$ cat src/hdl/pdm_pkg.sv
// Shared constants, codes and types for the PWM period and duty measurement block.
package pdm_pkg;

    localparam int TIMER_BITS_DEF = 16;

    localparam int TICK_OUT_W  = 16;
    localparam int DUTY_W      = 16;
    localparam int PRESCALE_W  = 3;
    localparam int BUS_CLOCK_W = 27;
    localparam int STATUS_W    = 2;
    localparam int CFG_IDX_W   = 2;
    localparam int CFG_DATA_W  = 27;

    localparam logic [CFG_IDX_W-1:0] REG_FULL_SCALE = 2'd0;
    localparam logic [CFG_IDX_W-1:0] REG_PRESCALE   = 2'd1;
    localparam logic [CFG_IDX_W-1:0] REG_BUS_CLOCK  = 2'd2;

    localparam logic [DUTY_W-1:0]      FULL_SCALE_RST = 16'd255;
    localparam logic [PRESCALE_W-1:0]  PRESCALE_RST   = 3'd0;
    localparam logic [BUS_CLOCK_W-1:0] BUS_CLOCK_RST  = 27'd48000000;

    localparam logic [STATUS_W-1:0] ST_OK       = 2'd0;
    localparam logic [STATUS_W-1:0] ST_ZERO_PER = 2'd1;
    localparam logic [STATUS_W-1:0] ST_SAT      = 2'd2;

    typedef struct packed {
        logic busy;
        logic done;
    } pdm_div_stat_t;

endpackage

$ cat src/hdl/pdm_div.sv
// Radix-2 restoring divider, one quotient bit per cycle.
module pdm_div
    import pdm_pkg::*;
#(
    parameter int DW = 32,
    parameter int VW = 23
)
(
    input  logic          clk,
    input  logic          rst_n,
    input  logic          start,
    input  logic [DW-1:0] dividend,
    input  logic [VW-1:0] divisor,
    output pdm_div_stat_t stat,
    output logic [DW-1:0] quotient
);

    localparam int CW = $clog2(DW + 1);

    logic [VW-1:0] rem_reg;
    logic [VW-1:0] rem_next;
    logic [DW-1:0] quo_reg;
    logic [DW-1:0] quo_next;
    logic [VW-1:0] dsr_reg;
    logic [CW-1:0] cnt_reg;
    logic          done_reg;
    logic [VW:0]   trial;
    logic [VW:0]   diff;

    always_comb
    begin
        trial = {rem_reg, quo_reg[DW-1]};
        diff  = trial - {1'b0, dsr_reg};
        if (!diff[VW])
        begin
            rem_next = diff[VW-1:0];
            quo_next = {quo_reg[DW-2:0], 1'b1};
        end
        else
        begin
            rem_next = trial[VW-1:0];
            quo_next = {quo_reg[DW-2:0], 1'b0};
        end
    end

    always_ff @(posedge clk or negedge rst_n)
    begin
        if (!rst_n)
        begin
            rem_reg  <= '0;
            quo_reg  <= '0;
            dsr_reg  <= '0;
            cnt_reg  <= '0;
            done_reg <= 1'b0;
        end
        else
        begin
            done_reg <= 1'b0;
            if (start)
            begin
                rem_reg <= '0;
                quo_reg <= dividend;
                dsr_reg <= divisor;
                cnt_reg <= CW'(DW);
            end
            else if (cnt_reg != '0)
            begin
                rem_reg <= rem_next;
                quo_reg <= quo_next;
                cnt_reg <= cnt_reg - 1'b1;
                if (cnt_reg == CW'(1))
                begin
                    done_reg <= 1'b1;
                end
            end
        end
    end

    assign stat.busy = (cnt_reg != '0);
    assign stat.done = done_reg;
    assign quotient  = quo_reg;

`ifndef SYNTHESIS
    a_no_start_busy: assert property (@(posedge clk) disable iff (!rst_n)
        start |-> !stat.busy)
        else $error("divider started while busy");
    a_done_after_busy: assert property (@(posedge clk) disable iff (!rst_n)
        done_reg |-> $past(cnt_reg == CW'(1)))
        else $error("divider done without final step");
    a_rem_below_dsr: assert property (@(posedge clk) disable iff (!rst_n)
        (stat.busy && dsr_reg != '0) |-> (rem_reg < dsr_reg))
        else $error("divider remainder not below divisor");
`endif

endmodule

$ cat src/hdl/pwm_period_duty_measure_core.sv
// Top level: PWM period, pulse width, duty and frequency from captured edge stamps.
// The first pair after reset is only stored and gives no result. A zero period goes
// straight to the output state; a saturated width runs the shared radix-2 divider
// for frequency only; a normal beat multiplies, then divides for duty, then frequency.
// DW = max(16+TIMER_BITS, 27); in_stall holds new beats until the result is registered.
// Reset: async active low; clears the stored pair and loads register defaults.
module pwm_period_duty_measure_core
    import pdm_pkg::*;
#(
    parameter int TIMER_BITS = TIMER_BITS_DEF
)
(
    input  logic                   clk,
    input  logic                   rst_n,
    input  logic                   cfg_we,
    input  logic [CFG_IDX_W-1:0]   cfg_index,
    input  logic [CFG_DATA_W-1:0]  cfg_data,
    input  logic                   in_valid,
    output logic                   in_stall,
    input  logic [TIMER_BITS-1:0]  rise_time,
    input  logic [TIMER_BITS-1:0]  fall_time,
    output logic                   out_valid,
    input  logic                   out_stall,
    output logic [TICK_OUT_W-1:0]  period_ticks,
    output logic [TICK_OUT_W-1:0]  pulse_ticks,
    output logic [DUTY_W-1:0]      duty_value,
    output logic [BUS_CLOCK_W-1:0] freq_hz,
    output logic [STATUS_W-1:0]    status
);

    localparam int PW = DUTY_W + TIMER_BITS;
    localparam int DW = (PW > BUS_CLOCK_W) ? PW : BUS_CLOCK_W;
    localparam int VW = TIMER_BITS + (1 << PRESCALE_W) - 1;

    typedef enum logic [2:0] {
        S_IDLE,
        S_MUL,
        S_DUTY_GO,
        S_DUTY_WAIT,
        S_FREQ_GO,
        S_FREQ_WAIT,
        S_OUT
    } state_t;

    state_t                 state_reg;
    logic [DUTY_W-1:0]      fs_reg;
    logic [PRESCALE_W-1:0]  ps_reg;
    logic [BUS_CLOCK_W-1:0] bus_reg;
    logic [TIMER_BITS-1:0]  prev_rise_reg;
    logic [TIMER_BITS-1:0]  prev_fall_reg;
    logic                   have_prev_reg;
    logic [TIMER_BITS-1:0]  period_reg;
    logic [TIMER_BITS-1:0]  width_reg;
    logic [PW-1:0]          prod_reg;
    logic [DUTY_W-1:0]      duty_reg;
    logic [BUS_CLOCK_W-1:0] freq_reg;
    logic [STATUS_W-1:0]    stat_reg;
    logic                   out_valid_reg;
    logic [TICK_OUT_W-1:0]  period_out_reg;
    logic [TICK_OUT_W-1:0]  pulse_out_reg;
    logic [DUTY_W-1:0]      duty_out_reg;
    logic [BUS_CLOCK_W-1:0] freq_out_reg;
    logic [STATUS_W-1:0]    status_out_reg;

    logic                   in_accept;
    logic                   out_free;
    logic [TIMER_BITS-1:0]  period_next;
    logic [TIMER_BITS-1:0]  width_next;
    logic                   div_start;
    logic [DW-1:0]          div_dividend;
    logic [VW-1:0]          div_divisor;
    logic [DW-1:0]          div_quotient;
    pdm_div_stat_t          div_stat;

    assign in_stall    = (state_reg != S_IDLE);
    assign in_accept   = in_valid && !in_stall;
    assign out_free    = !out_valid_reg || !out_stall;
    assign period_next = rise_time - prev_rise_reg;
    assign width_next  = prev_fall_reg - prev_rise_reg;

    always_comb
    begin
        div_start    = 1'b0;
        div_dividend = DW'(bus_reg);
        div_divisor  = VW'(period_reg) << ps_reg;
        unique case (state_reg)
            S_DUTY_GO:
            begin
                div_start    = 1'b1;
                div_dividend = DW'(prod_reg);
                div_divisor  = VW'(period_reg);
            end
            S_FREQ_GO:
            begin
                div_start = 1'b1;
            end
            default:
            begin
                div_start = 1'b0;
            end
        endcase
    end

    pdm_div #(
        .DW (DW),
        .VW (VW)
    ) u_div (
        .clk      (clk),
        .rst_n    (rst_n),
        .start    (div_start),
        .dividend (div_dividend),
        .divisor  (div_divisor),
        .stat     (div_stat),
        .quotient (div_quotient)
    );

    always_ff @(posedge clk or negedge rst_n)
    begin
        if (!rst_n)
        begin
            fs_reg  <= FULL_SCALE_RST;
            ps_reg  <= PRESCALE_RST;
            bus_reg <= BUS_CLOCK_RST;
        end
        else if (cfg_we)
        begin
            unique case (cfg_index)
                REG_FULL_SCALE: fs_reg  <= cfg_data[DUTY_W-1:0];
                REG_PRESCALE:   ps_reg  <= cfg_data[PRESCALE_W-1:0];
                REG_BUS_CLOCK:  bus_reg <= cfg_data[BUS_CLOCK_W-1:0];
                default:        fs_reg  <= fs_reg;
            endcase
        end
    end

    always_ff @(posedge clk or negedge rst_n)
    begin
        if (!rst_n)
        begin
            state_reg      <= S_IDLE;
            prev_rise_reg  <= '0;
            prev_fall_reg  <= '0;
            have_prev_reg  <= 1'b0;
            period_reg     <= '0;
            width_reg      <= '0;
            prod_reg       <= '0;
            duty_reg       <= '0;
            freq_reg       <= '0;
            stat_reg       <= ST_OK;
            out_valid_reg  <= 1'b0;
            period_out_reg <= '0;
            pulse_out_reg  <= '0;
            duty_out_reg   <= '0;
            freq_out_reg   <= '0;
            status_out_reg <= ST_OK;
        end
        else
        begin
            if (out_valid_reg && !out_stall && (state_reg != S_OUT))
            begin
                out_valid_reg <= 1'b0;
            end
            unique case (state_reg)
                S_IDLE:
                begin
                    if (in_accept)
                    begin
                        prev_rise_reg <= rise_time;
                        prev_fall_reg <= fall_time;
                        have_prev_reg <= 1'b1;
                        period_reg    <= period_next;
                        width_reg     <= width_next;
                        if (have_prev_reg)
                        begin
                            if (period_next == '0)
                            begin
                                stat_reg  <= ST_ZERO_PER;
                                duty_reg  <= '0;
                                freq_reg  <= '0;
                                state_reg <= S_OUT;
                            end
                            else if (width_next > period_next)
                            begin
                                stat_reg  <= ST_SAT;
                                duty_reg  <= fs_reg;
                                state_reg <= S_FREQ_GO;
                            end
                            else
                            begin
                                stat_reg  <= ST_OK;
                                state_reg <= S_MUL;
                            end
                        end
                    end
                end
                S_MUL:
                begin
                    prod_reg  <= PW'(fs_reg) * PW'(width_reg);
                    state_reg <= S_DUTY_GO;
                end
                S_DUTY_GO:
                begin
                    state_reg <= S_DUTY_WAIT;
                end
                S_DUTY_WAIT:
                begin
                    if (div_stat.done)
                    begin
                        duty_reg  <= div_quotient[DUTY_W-1:0];
                        state_reg <= S_FREQ_GO;
                    end
                end
                S_FREQ_GO:
                begin
                    state_reg <= S_FREQ_WAIT;
                end
                S_FREQ_WAIT:
                begin
                    if (div_stat.done)
                    begin
                        freq_reg  <= div_quotient[BUS_CLOCK_W-1:0];
                        state_reg <= S_OUT;
                    end
                end
                S_OUT:
                begin
                    if (out_free)
                    begin
                        out_valid_reg  <= 1'b1;
                        period_out_reg <= TICK_OUT_W'(period_reg);
                        pulse_out_reg  <= TICK_OUT_W'(width_reg);
                        duty_out_reg   <= duty_reg;
                        freq_out_reg   <= freq_reg;
                        status_out_reg <= stat_reg;
                        state_reg      <= S_IDLE;
                    end
                end
                default:
                begin
                    state_reg <= S_IDLE;
                end
            endcase
        end
    end

    assign out_valid    = out_valid_reg;
    assign period_ticks = period_out_reg;
    assign pulse_ticks  = pulse_out_reg;
    assign duty_value   = duty_out_reg;
    assign freq_hz      = freq_out_reg;
    assign status       = status_out_reg;

`ifndef SYNTHESIS
    a_zero_period_clears: assert property (@(posedge clk) disable iff (!rst_n)
        (out_valid_reg && status_out_reg == ST_ZERO_PER) |->
        (duty_out_reg == '0 && freq_out_reg == '0))
        else $error("zero period result with nonzero duty or frequency");
    a_out_from_out_state: assert property (@(posedge clk) disable iff (!rst_n)
        $rose(out_valid_reg) |-> $past(state_reg == S_OUT))
        else $error("result beat raised outside output state");
    a_div_done_waiting: assert property (@(posedge clk) disable iff (!rst_n)
        div_stat.done |-> (state_reg == S_DUTY_WAIT || state_reg == S_FREQ_WAIT))
        else $error("divider finished while sequencer not waiting");
`endif

endmodule
$ cat config.mk
export PLATFORM = sky130hd
export DESIGN_NAME = pwm_period_duty_measure_core
export DESIGN_NICKNAME = d
export VERILOG_FILES = /design/src/hdl/pdm_pkg.sv /design/src/hdl/pdm_div.sv /design/src/hdl/pwm_period_duty_measure_core.sv
export SDC_FILE = /design/constraint.sdc
export NUM_CORES = 1
export LEC_CHECK = 0
export ABC_AREA = 1
export BUFFER_PORTS_ARGS = -buffer_cell sky130_fd_sc_hd__buf_4
export CELL_PAD_IN_SITES_DETAIL_PLACEMENT = 2
export CELL_PAD_IN_SITES_GLOBAL_PLACEMENT = 2
export CORE_MARGIN = 2
export CORE_UTILIZATION = 41
export CTS_CLUSTER_SIZE = 25
export DETAILED_ROUTE_END_ITERATION = 12
export GPL_TIMING_DRIVEN = 0
export PLACE_DENSITY_LB_ADDON = 0.12
export SYNTH_ARGS = -nofsm -noshare
export SYNTH_HDL_FRONTEND = slang
export SYNTH_SLANG_ARGS = --single-unit
export TNS_END_PERCENT = 20
$ cat constraint.sdc
create_clock -name clk -period 12.41 [get_ports clk]
set_input_delay 3.1025 -clock clk [delete_from_list [all_inputs] [get_ports clk]]
set_output_delay 3.1025 -clock clk [all_outputs]
set_load 0.1 [all_outputs]
==> impl_metrics.yaml, run 1 <==
worst_setup_path:
  worst-path-max-fanout: 10
  r2r_start: "fs_reg[6]"
  critPathKind: "reg2reg"
  crit_arrival_ps: 7950
  start_kind: "flip-flop"
  r2r_slack_ps: 4910
  end_kind: "flip-flop"
  r2r_cells: 21
  cp-endpoint: "prod_reg[27]"
  worstSetupStartpoint: "fs_reg[6]"
  crit_required_ps: 12860
  r2r-end: "prod_reg[27]"
floorplan:
  pin_count: 145
  num_rows: 94
  die_x_um: 262.1
  die_h_um: 262.1
  core-area_um2: 65860
  dieArea_um2: 68700
  start_util_pct: 41.47
cells_and_area:
  drive_above_1_share_pct: 9.682
  final_area_um2: 31010
  nets: 4082
  syn2layout_area_growth_pct: 13.52
  antenna_cells: 0
  final_util_pct: 47.08
timing:
  layout_min_cycle_time_ps: 7504
  rsz0062_at_grt: "no"
  slew-limit-headroom_pct: 28.86
  worst_pin_slew_ps: 1067
  finalSetupTns_ps: 0
  finalSetupViolations: 0
  fin_crit_sh_pct: 60.47
  hold_violations: 0
  max_freq_mhz: 133.3
  final.setup.worst_slack_ps: 4906
  slew_viol_final: 0
  skew_ps: 33.11
drt:
  antenna_left: 0
  firstDrtPassIters: 5
  drt-wirelength-per-cell_um: 23.57
  routed_wl_um: 107000
  drt_iter0_markers: 1176
  routed_via_density: 5.366
  drc: 0
  vias: 24370
logic_synthesis:
  synth-edff-count: 0
  synth_top_cell_area_share_pct: 30.78
  yosysMostFrequentCell: "nand2_1"
  synth_cell_types: 55
  syn_area_um2: 27320
  synth_area_per_cell_um2: 7.915
  ys_seq_elements: 354
  async_flop_share_pct: 100.0
  yosys.area.top_type: "dfrtp_1"
  yosysWarnings: 0
  synthesis.nets: 3890
  synth_area_leaders: "dfrtp_1 (31%), fa_1 (14%), nand2_1 (14%)"
  yosysSeqAreaShare_pct: 32.51
  synth-main-ff-cell: "dfrtp_1"
  synth_common_cells: "nand2_1 (1039), inv_1 (651), dfrtp_1 (336)"
  synth_cells: 3451
clock_network:
  cts_buffer_depth: 3
  cts_resized: 0
  cts_tree: "yes"
  htree_levels: 2
  clock_latency_ps: 590
  clock-root-buffer: "clkbuf_16"
  cts_hold_buf: 0
  clkSinkCount: 354
  cts_inserted_buffers: 43
  clkTransAtPathRegs_ps: 60
  post_cts_buffers: 0
place:
  place_ws_ps: 4982
  io_buffers: 144
  dpl-instance-area_um2: 29570
  place_congestion: 0.8940
  hpwl_um: 84630
global_route:
  grt_pass1_vias: 28660
  grt_pass1_wl_um: 166500
  grt_use_total_pct: 31.68
  grt_max_degree: 127
  grt-ovfl-total: 0
  antenna_found_initial: 1
job:
  cap_violations: 0
status:
  status: "completed"
hold_path:
  min_path_type: "reg2reg"
[worst min path at each step]
stage                        from       endpoint  slack [ps]  depth (start not counted)
detailed placement  have_prev_reg  have_prev_reg         460                          1
CTS                   prod_reg[1]    prod_reg[1]         480                          2
finish               freq_reg[21]   freq_reg[21]         480                          2
global route        have_prev_reg  have_prev_reg         500                          1
global placement    have_prev_reg  have_prev_reg         450                          1
floorplan             prod_reg[1]    prod_reg[1]         430                          2
[cell usage in the layout, fill, tap and decap left out, types with 13 or more instances in the layout]
master | Yosys | final
nor3_1 | 16 | 16
fa_1 | 197 | 197
clkbuf_1 | 125 | 137
xnor2_1 | 20 | 20
clkbuf_16 | 0 | 43
ha_1 | 176 | 176
a21oi_1 | 118 | 118
dfrtp_1 | 336 | 336
nand3_1 | 106 | 106
o211ai_1 | 29 | 29
nor2_1 | 118 | 118
nand4_1 | 13 | 13
nand2_1 | 1039 | 1039
xor2_1 | 28 | 28
or2_2 | 24 | 24
o21ai_0 | 211 | 211
dfstp_2 | 18 | 18
a22oi_1 | 16 | 16
mux2_2 | 54 | 54
o221ai_1 | 26 | 26
inv_1 | 651 | 651
buf_4 | 1 | 144
[cell families (layout without fill, tap and decap cells)]
kind of cell,count (synthesis),after routing,synth area share [%]
AND/OR/NAND/NOR,1357,1357,20.20
buffers and inverters,808,1034,11.24
AO/OA/AOI/OAI,448,448,9.390
adder cells (fa/ha/maj),373,373,22.50
flip-flops,354,354,32.51
multiplexers,62,62,2.519
XOR/XNOR,49,49,1.640
[critical path, stage by stage (launching register included)]
cell      delay, ps
dfstp_2         520
clkbuf_1        760
clkbuf_1        710
nand2_1         170
fa_1            540
inv_1            80
fa_1            660
fa_1            500
fa_1            410
fa_1            520
inv_1            70
fa_1            510
inv_1            60
ha_1            350
a21oi_1         240
o21ai_0         160
a21oi_1         270
nand3_1         200
a21o_1          230
or2_2           270
nand3_1          60
o21ai_0          80
[layout make-up]
type                       instances  area (um^2)
buffer                           148        594.3
clock inverter                    15        196.4
inverter                         660         2477
clock buffer                      64         1245
timing repair buffer             147         1171
tap                              864         1081
multi-input combinational       2289        15360
fill                            7448        34850
sequential                       354         8881
[stage by stage]
step / hold slack [ps] / std cells
after CTS: 479.5 / 4541
after global routing: 504.9 / 4541
after global placement: 453.0 / 4459
after detailed placement: 460.5 / 4462
after floorplan: 434.5 / 3451
final: 475.3 / 4541
[layer usage]
layer	vias to the layer above	global-route usage (%)	part of all wire [%]
li1	11010	-	-
met1	12620	37.16	41
met2	525	58.73	52
met3	214	4.128	3.9
met4	0	11.74	3.7
met5	-	0	0
Power of run 1 is not shown: default switching activity piles up to over one toggle a cycle in this logic, so the estimate is an artifact.
==> run 2, diff against run 1 <==
--- a/config.mk
+++ b/config.mk
@@ -5,12 +5,12 @@
 export SDC_FILE = /design/constraint.sdc
 export NUM_CORES = 1
 export LEC_CHECK = 0
-export ABC_AREA = 1
+export ABC_AREA = 0
 export BUFFER_PORTS_ARGS = -buffer_cell sky130_fd_sc_hd__buf_4
 export CELL_PAD_IN_SITES_DETAIL_PLACEMENT = 2
 export CELL_PAD_IN_SITES_GLOBAL_PLACEMENT = 2
 export CORE_MARGIN = 2
-export CORE_UTILIZATION = 41
+export CORE_UTILIZATION = 37
 export CTS_CLUSTER_SIZE = 25
 export DETAILED_ROUTE_END_ITERATION = 12
 export GPL_TIMING_DRIVEN = 0
==> constraint.sdc (replaced) <==
create_clock -name clk -period 6.11 [get_ports clk]
set_input_delay 1.5275 -clock clk [delete_from_list [all_inputs] [get_ports clk]]
set_output_delay 1.5275 -clock clk [all_outputs]
set_load 0.1 [all_outputs]
==> run 2 against run 1 <==
The flow now finishes with violations (negative setup slack). Worst hold slack worse by 1.8 ps. Core utilization down 2.6 points. Sequential share of layout area is 0.099 points lower. Fmax up 15%. Critical endpoint is now prod_reg[30].
==> impl_metrics.yaml, run 2 <==
status:
  status: "finished with violations"
  violations: "negative setup slack"
logic_synthesis:
  yosys.area.top_type: "dfrtp_1"
  synthesis.nets: 3139
  synth_area_per_cell_um2: 9.742
  synth_area_leaders: "dfrtp_1 (32%), fa_1 (15%), ha_1 (8.4%)"
  async_flop_share_pct: 100.0
  synth_cell_types: 83
  syn_area_um2: 26300
  synth_common_cells: "nand2_1 (386), dfrtp_1 (336), inv_1 (309)"
  synth_top_cell_area_share_pct: 31.97
  ys_seq_elements: 354
  synth-main-ff-cell: "dfrtp_1"
  synth_cells: 2700
  yosysSeqAreaShare_pct: 33.76
  yosysMostFrequentCell: "nand2_1"
  synth-edff-count: 0
  yosysWarnings: 0
clock_network:
  htree_levels: 2
  cts_hold_buf: 0
  clock-root-buffer: "clkbuf_16"
  clkSinkCount: 354
  cts_buffer_depth: 3
  clock_latency_ps: 580
  cts_inserted_buffers: 43
  clkTransAtPathRegs_ps: 60
  cts_tree: "yes"
timing:
  worst_pin_slew_ps: 953.4
  slew_viol_final: 0
  final.setup.worst_slack_ps: -431.0
  slew-limit-headroom_pct: 36.44
  hold_violations: 0
  skew_ps: 32.10
  rsz0062_at_grt: "yes"
  whs_ps: 473.4
  finalSetupViolations: 9
  max_freq_mhz: 152.9
  fin_crit_sh_pct: 107.1
  layout_min_cycle_time_ps: 6541
cells_and_area:
  final_cell_mix: "nand2_1 (381), dfrtp_1 (316), inv_1 (298)"
  syn2layout_area_growth_pct: 18.74
  multiInputGateArea_um2: 16020
  nFillCells: 7525
  final_cells: 3920
  layout_commonest_cell: "nand2_1"
  final_util_pct: 44.52
  drive_above_1_share_pct: 19.58
  register_area_um2: 8914
  nets: 3389
drt:
  vias: 20780
  routed_via_density: 5.302
  firstDrtPassIters: 5
  drt_iter0_markers: 1069
  drt-wirelength-per-cell_um: 23.90
  routed_wl_um: 93690
  drc: 0
  antenna_left: 0
floorplan:
  num_rows: 97
  core-area_um2: 70150
  die_h_um: 270.6
  die_x_um: 270.6
  pin_count: 145
  start_util_pct: 37.50
  dieArea_um2: 73240
global_route:
  grt-ovfl-total: 0
  grt_use_total_pct: 25.86
  grt_max_degree: 118
  grt_pass1_vias: 23950
  grt_pass1_wl_um: 145600
  antenna_found_initial: 4
place:
  place_congestion: 0.8765
  place_ws_ps: -1529
  dp_cells: 3787
  hpwl_um: 70400
  io_buffers: 144
worst_setup_path:
  r2r_slack_ps: -430
  start_kind: "flip-flop"
  crit_arrival_ps: 6980
  end_kind: "flip-flop"
  worst-path-max-fanout: 10
  critPathKind: "reg2reg"
  crit_required_ps: 6550
power_and_ir_drop:
  ir_worst_vdd_mv: 0.1660
  finalPower_mw: 5.629
  p_leak_nw: 15.24
  power_density_nw_per_um2: 180.2
hold_path:
  min_path_type: "reg2reg"
job:
  cap_violations: 0
run 2: changes by cell type after synthesis, moves of 26 or more:
cell / change
o21ai_0: -57
nor2_1: +26
inv_1: -342
nand2_1: -653
nand3_1: -83
and2_1: +116
a22o_1: +27
mux2_2: +87
mux2i_1: +72
clkbuf_1: -27
run 2: worst paths after layout:
kind	from	depth (start not counted)	end
worst max register to register	fs_reg[8]	23	prod_reg[30]
max in group asynchronous	rst_n	4	fs_reg[14]
worst min-delay path	prod_reg[3]	2	u_div.quotient[3]
worst max-delay path	fs_reg[8]	23	prod_reg[30]
min in group asynchronous	rst_n	1	prev_fall_reg[9]
worst min register to register	prod_reg[3]	2	u_div.quotient[3]
run 2: repair_timing:
action / 4_1_cts / 5_1_grt
pin swaps: 27 / 15
gates resized for setup: 137 / 39
cloned: 1 / 1
endpoints found under the setup margin: 19 / 26
setup buffers: 51 / 10
run 2: cell type report:
type                            instances  area share [%]
Antenna cell                            2         0.01603
Buffer                                125           2.941
Clock buffer                           64           3.990
Clock inverter                          9          0.2724
Inverter                              309           3.714
Multi-Input combinational cell       1907           51.30
Sequential cell                       354           28.54
Tap cell                              940           3.766
Timing Repair Buffer                  210           5.465
run 2: kinds of logic after synthesis:
group	after synthesis	synth area share, %
compound gates	435	10.33
xor+xnor	72	2.469
fa+ha+maj	373	23.37
buf+inv	439	6.479
flops	354	33.76
mux	232	9.737
simple gates	795	13.85
run 2: through the flow:
stage,cell area (um^2),setup TNS [ps]
finish,31230,-1727
global route,31230,-6879
CTS,31030,-1477
detailed placement,28790,-18660
global placement,28690,-26000
floorplan,26430,-43.09
run 2: worst max-delay path, cell delays in order, from the launching register on:
cell and delay, ps:
dfrtp_1 350, clkbuf_8 200, clkbuf_8 220, nand2_1 80, fa_1 470, fa_1 580, fa_1 450, fa_1 550
inv_1 60, fa_1 490, inv_2 40, fa_1 490, inv_2 50, ha_4 220, a211oi_4 300, o211ai_1 160
o22ai_2 250, o31ai_4 150, o41ai_4 270, o21ai_1 150, or4_1 410, a31oi_1 210, xor2_1 180, o21ai_1 70
run 2: per-layer routing:
layer / track usage, % / up-vias / wire length (um)
met5: 0 / - / 0
met4: 8.389 / 0 / 3102
met3: 4.154 / 141 / 4140
met2: 44.26 / 387 / 45520
met1: 33.33 / 10860 / 40920
li1: - / 9397 / -
run 2: power breakdown:
part | total [mW] | switching, mW | internal (mW) | leakage [nW]
sequential | 2.50 | 0.0750 | 2.42 | 4.62
clock | 2.48 | 1.03 | 1.44 | 0.657
combinational | 0.650 | 0.389 | 0.261 | 9.96
total | 5.63 | 1.50 | 4.13 | 15.2
No activity file was read; power rests on OpenSTA's default activity.
==> run 3, diff against run 2 <==
--- a/config.mk
+++ b/config.mk
@@ -7,7 +7,7 @@
 export LEC_CHECK = 0
 export ABC_AREA = 0
 export BUFFER_PORTS_ARGS = -buffer_cell sky130_fd_sc_hd__buf_4
-export CELL_PAD_IN_SITES_DETAIL_PLACEMENT = 2
+export CELL_PAD_IN_SITES_DETAIL_PLACEMENT = 0
 export CELL_PAD_IN_SITES_GLOBAL_PLACEMENT = 2
 export CORE_MARGIN = 2
 export CORE_UTILIZATION = 37
==> constraint.sdc (replaced) <==
create_clock -name clk -period 6.11 [get_ports clk]
set_input_delay 0.611 -clock clk [delete_from_list [all_inputs] [get_ports clk]]
set_output_delay 0.611 -clock clk [all_outputs]
set_load 0.1 [all_outputs]
==> run 3 against run 2 <==
The flow still finishes with violations (negative setup slack). Fmax is 1.2% higher. Largest cell class unchanged. Worst hold slack lost 250 ps. Non-clock buffer count grew 27. Critical path depth decreased by 2. Sequential cell count is the same. Final cell count up 0.82%. Core utilization rose by 0.61 points. Sequential share of layout area decreased by 0.39 points. Critical endpoint unchanged.
==> impl_metrics.yaml, run 3 (synthesis gave the netlist of run 2 again) <==
power_and_ir_drop:
  p_seq_share_pct: 42.1
  p_leak_nw: 15.45
  p_sw_share_pct: 25.21
  power_density_nw_per_um2: 186.9
  power_frac_comb_pct: 11.3
  finalPower_mw: 5.917
  intPower_mw: 4.425
  switching_power_mw: 1.492
  ir_worst_vdd_mv: 0.1748
  clockPowerShare_pct: 46.6
worst_setup_path:
  end_kind: "flip-flop"
  worstPathCellList: "buf_6, and2_1, fa_1, fa_1, fa_1, fa_2, fa_1, inv_2, fa_1, inv_2, ha_4, a21o_1, a21oi_2, o31ai_4, o41ai_2, buf_4, o21ai_4, or4_1, a31oi_1, xor2_1, o21ai_1"
  worst-path-max-fanout: 10
  critPathKind: "reg2reg"
  r2r-end: "prod_reg[30]"
  r2r_slack_ps: -350
  r2r_start: "fs_reg[3]"
  worstSetupStartpoint: "fs_reg[3]"
  crit_arrival_ps: 6900
  crit_top_cell: "fa_1"
  crit_required_ps: 6550
  start_kind: "flip-flop"
  slowest_delay_ps: 630
  slowest_stage: "dfstp_2"
  r2r_cells: 21
timing:
  fin_crit_sh_pct: 105.8
  slew-limit-headroom_pct: 36.70
  finalSetupViolations: 7
  slew_viol_final: 0
  rsz0062_at_grt: "yes"
  max_freq_mhz: 154.7
  layout_min_cycle_time_ps: 6464
  hold_violations: 0
  worst_pin_slew_ps: 949.6
  final.setup.worst_slack_ps: -354.2
  skew_ps: 21.89
clock_network:
  clock_latency_ps: 580
  cts_buffer_depth: 3
  clock-root-buffer: "clkbuf_16"
  cts_tree: "yes"
  htree_levels: 2
  clkSinkCount: 354
  clkTransAtPathRegs_ps: 60
  cts_inserted_buffers: 43
drt:
  routed_wl_um: 81610
  firstDrtPassIters: 5
  routed_via_density: 5.037
  drt-wirelength-per-cell_um: 20.65
  antenna_left: 0
  vias: 19910
  drc: 0
  drt_iter0_markers: 1133
global_route:
  grt_pass1_wl_um: 127200
  grt-ovfl-total: 0
  grt_pass1_vias: 21240
  antenna_found_initial: 3
  grt_use_total_pct: 22.57
  grt_max_degree: 118
floorplan:
  die_h_um: 270.6
  die_x_um: 270.6
  dieArea_um2: 73240
  core-area_um2: 70150
  num_rows: 97
  pin_count: 145
  start_util_pct: 37.50
place:
  place_congestion: 0.8765
  dp_cells: 3787
  io_buffers: 144
  hpwl_um: 61370
cells_and_area:
  final_cell_mix: "nand2_1 (379), dfrtp_1 (316), inv_1 (299)"
  syn2layout_area_growth_pct: 20.36
  final_cells: 3952
  nets: 3416
  layout_commonest_cell: "nand2_1"
  drive_above_1_share_pct: 20.43
  final_util_pct: 45.13
hold_path:
  min_to: "prev_fall_reg[1]"
  holdPathStages: 3
  min_path_type: "in2reg"
  min_from: "fall_time[1]"
job:
  cap_violations: 0
status:
  violations: "negative setup slack"
  status: "finished with violations"
-- run 3: routing by layer --
metal | wire length, um | up-vias | track usage [%]
li1 | - | 9487 | -
met1 | 38840 | 9963 | 31.53
met2 | 37500 | 357 | 36.13
met3 | 3108 | 100 | 3.488
met4 | 2156 | 0 | 6.746
met5 | 0 | - | 0
-- run 3: repair_timing --
action / CTS / global route
hold buffers: 1 / 0
gates resized for setup: 129 / 61
endpoints found under the hold margin: 19 / 0
buffers inserted: 58 / 31
setup endpoints to repair: 17 / 26
pin swaps: 31 / 38
gates cloned: 0 / 1
-- run 3: per-stage QoR --
step | worst slack (ps) | TNS (ps) | hold slack [ps] | area (um^2)
2_1_floorplan | -40.37 | -43.09 | 315.4 | 26430
3_3_place_gp | -1387 | -13260 | 468.3 | 28690
3_5_place_dp | -1486 | -14580 | 448.9 | 28790
4_1_cts | -400.1 | -789.5 | 188.2 | 31250
5_1_grt | -623.2 | -3459 | 207.1 | 31660
6_report | -354.2 | -921.7 | 225.1 | 31660
-- run 3: critical path, delay by kind of cell (launching register included) --
| kind | cells | cell delay, ps |
|---|---|---|
| adders and majority gates | 7 | 3420 |
| AOI/OAI and AO/OA | 7 | 1050 |
| DFF | 1 | 630 |
| and+or+nand+nor | 2 | 580 |
| buffers and inverters | 4 | 480 |
| xor gates and xnor gates | 1 | 180 |
-- run 3: power groups by stage --
stage	Clock, mW	Sequential (mW)	Combinational, mW
2_1_floorplan	0	2.50	0.236
3_3_place_gp	0	2.56	0.441
3_5_place_dp	0	2.56	0.454
4_1_cts	2.83	2.49	0.619
5_1_grt	2.93	2.50	0.705
6_report	2.76	2.49	0.667
-- run 3: how the worst max path moves through the flow --
stage	endpoint	slack, ps	cells past startpoint
floorplan	prod_reg[30]	-40	25
global placement	prod_reg[30]	-1390	22
detailed placement	prod_reg[30]	-1490	22
CTS	prod_reg[30]	-400	26
global route	prod_reg[30]	-620	21
finish	prod_reg[30]	-350	21
-- run 3: area by class of cell --
class,instances,area (um^2)
Inverter,309,1160
Clock buffer,66,1294
Tap cell,940,1176
Buffer,124,919.6
Fill cell,6916,38490
Antenna cell,2,5.005
Sequential cell,354,8911
Multi-Input combinational cell,1907,16020
Clock inverter,12,234.0
Timing Repair Buffer,238,1943
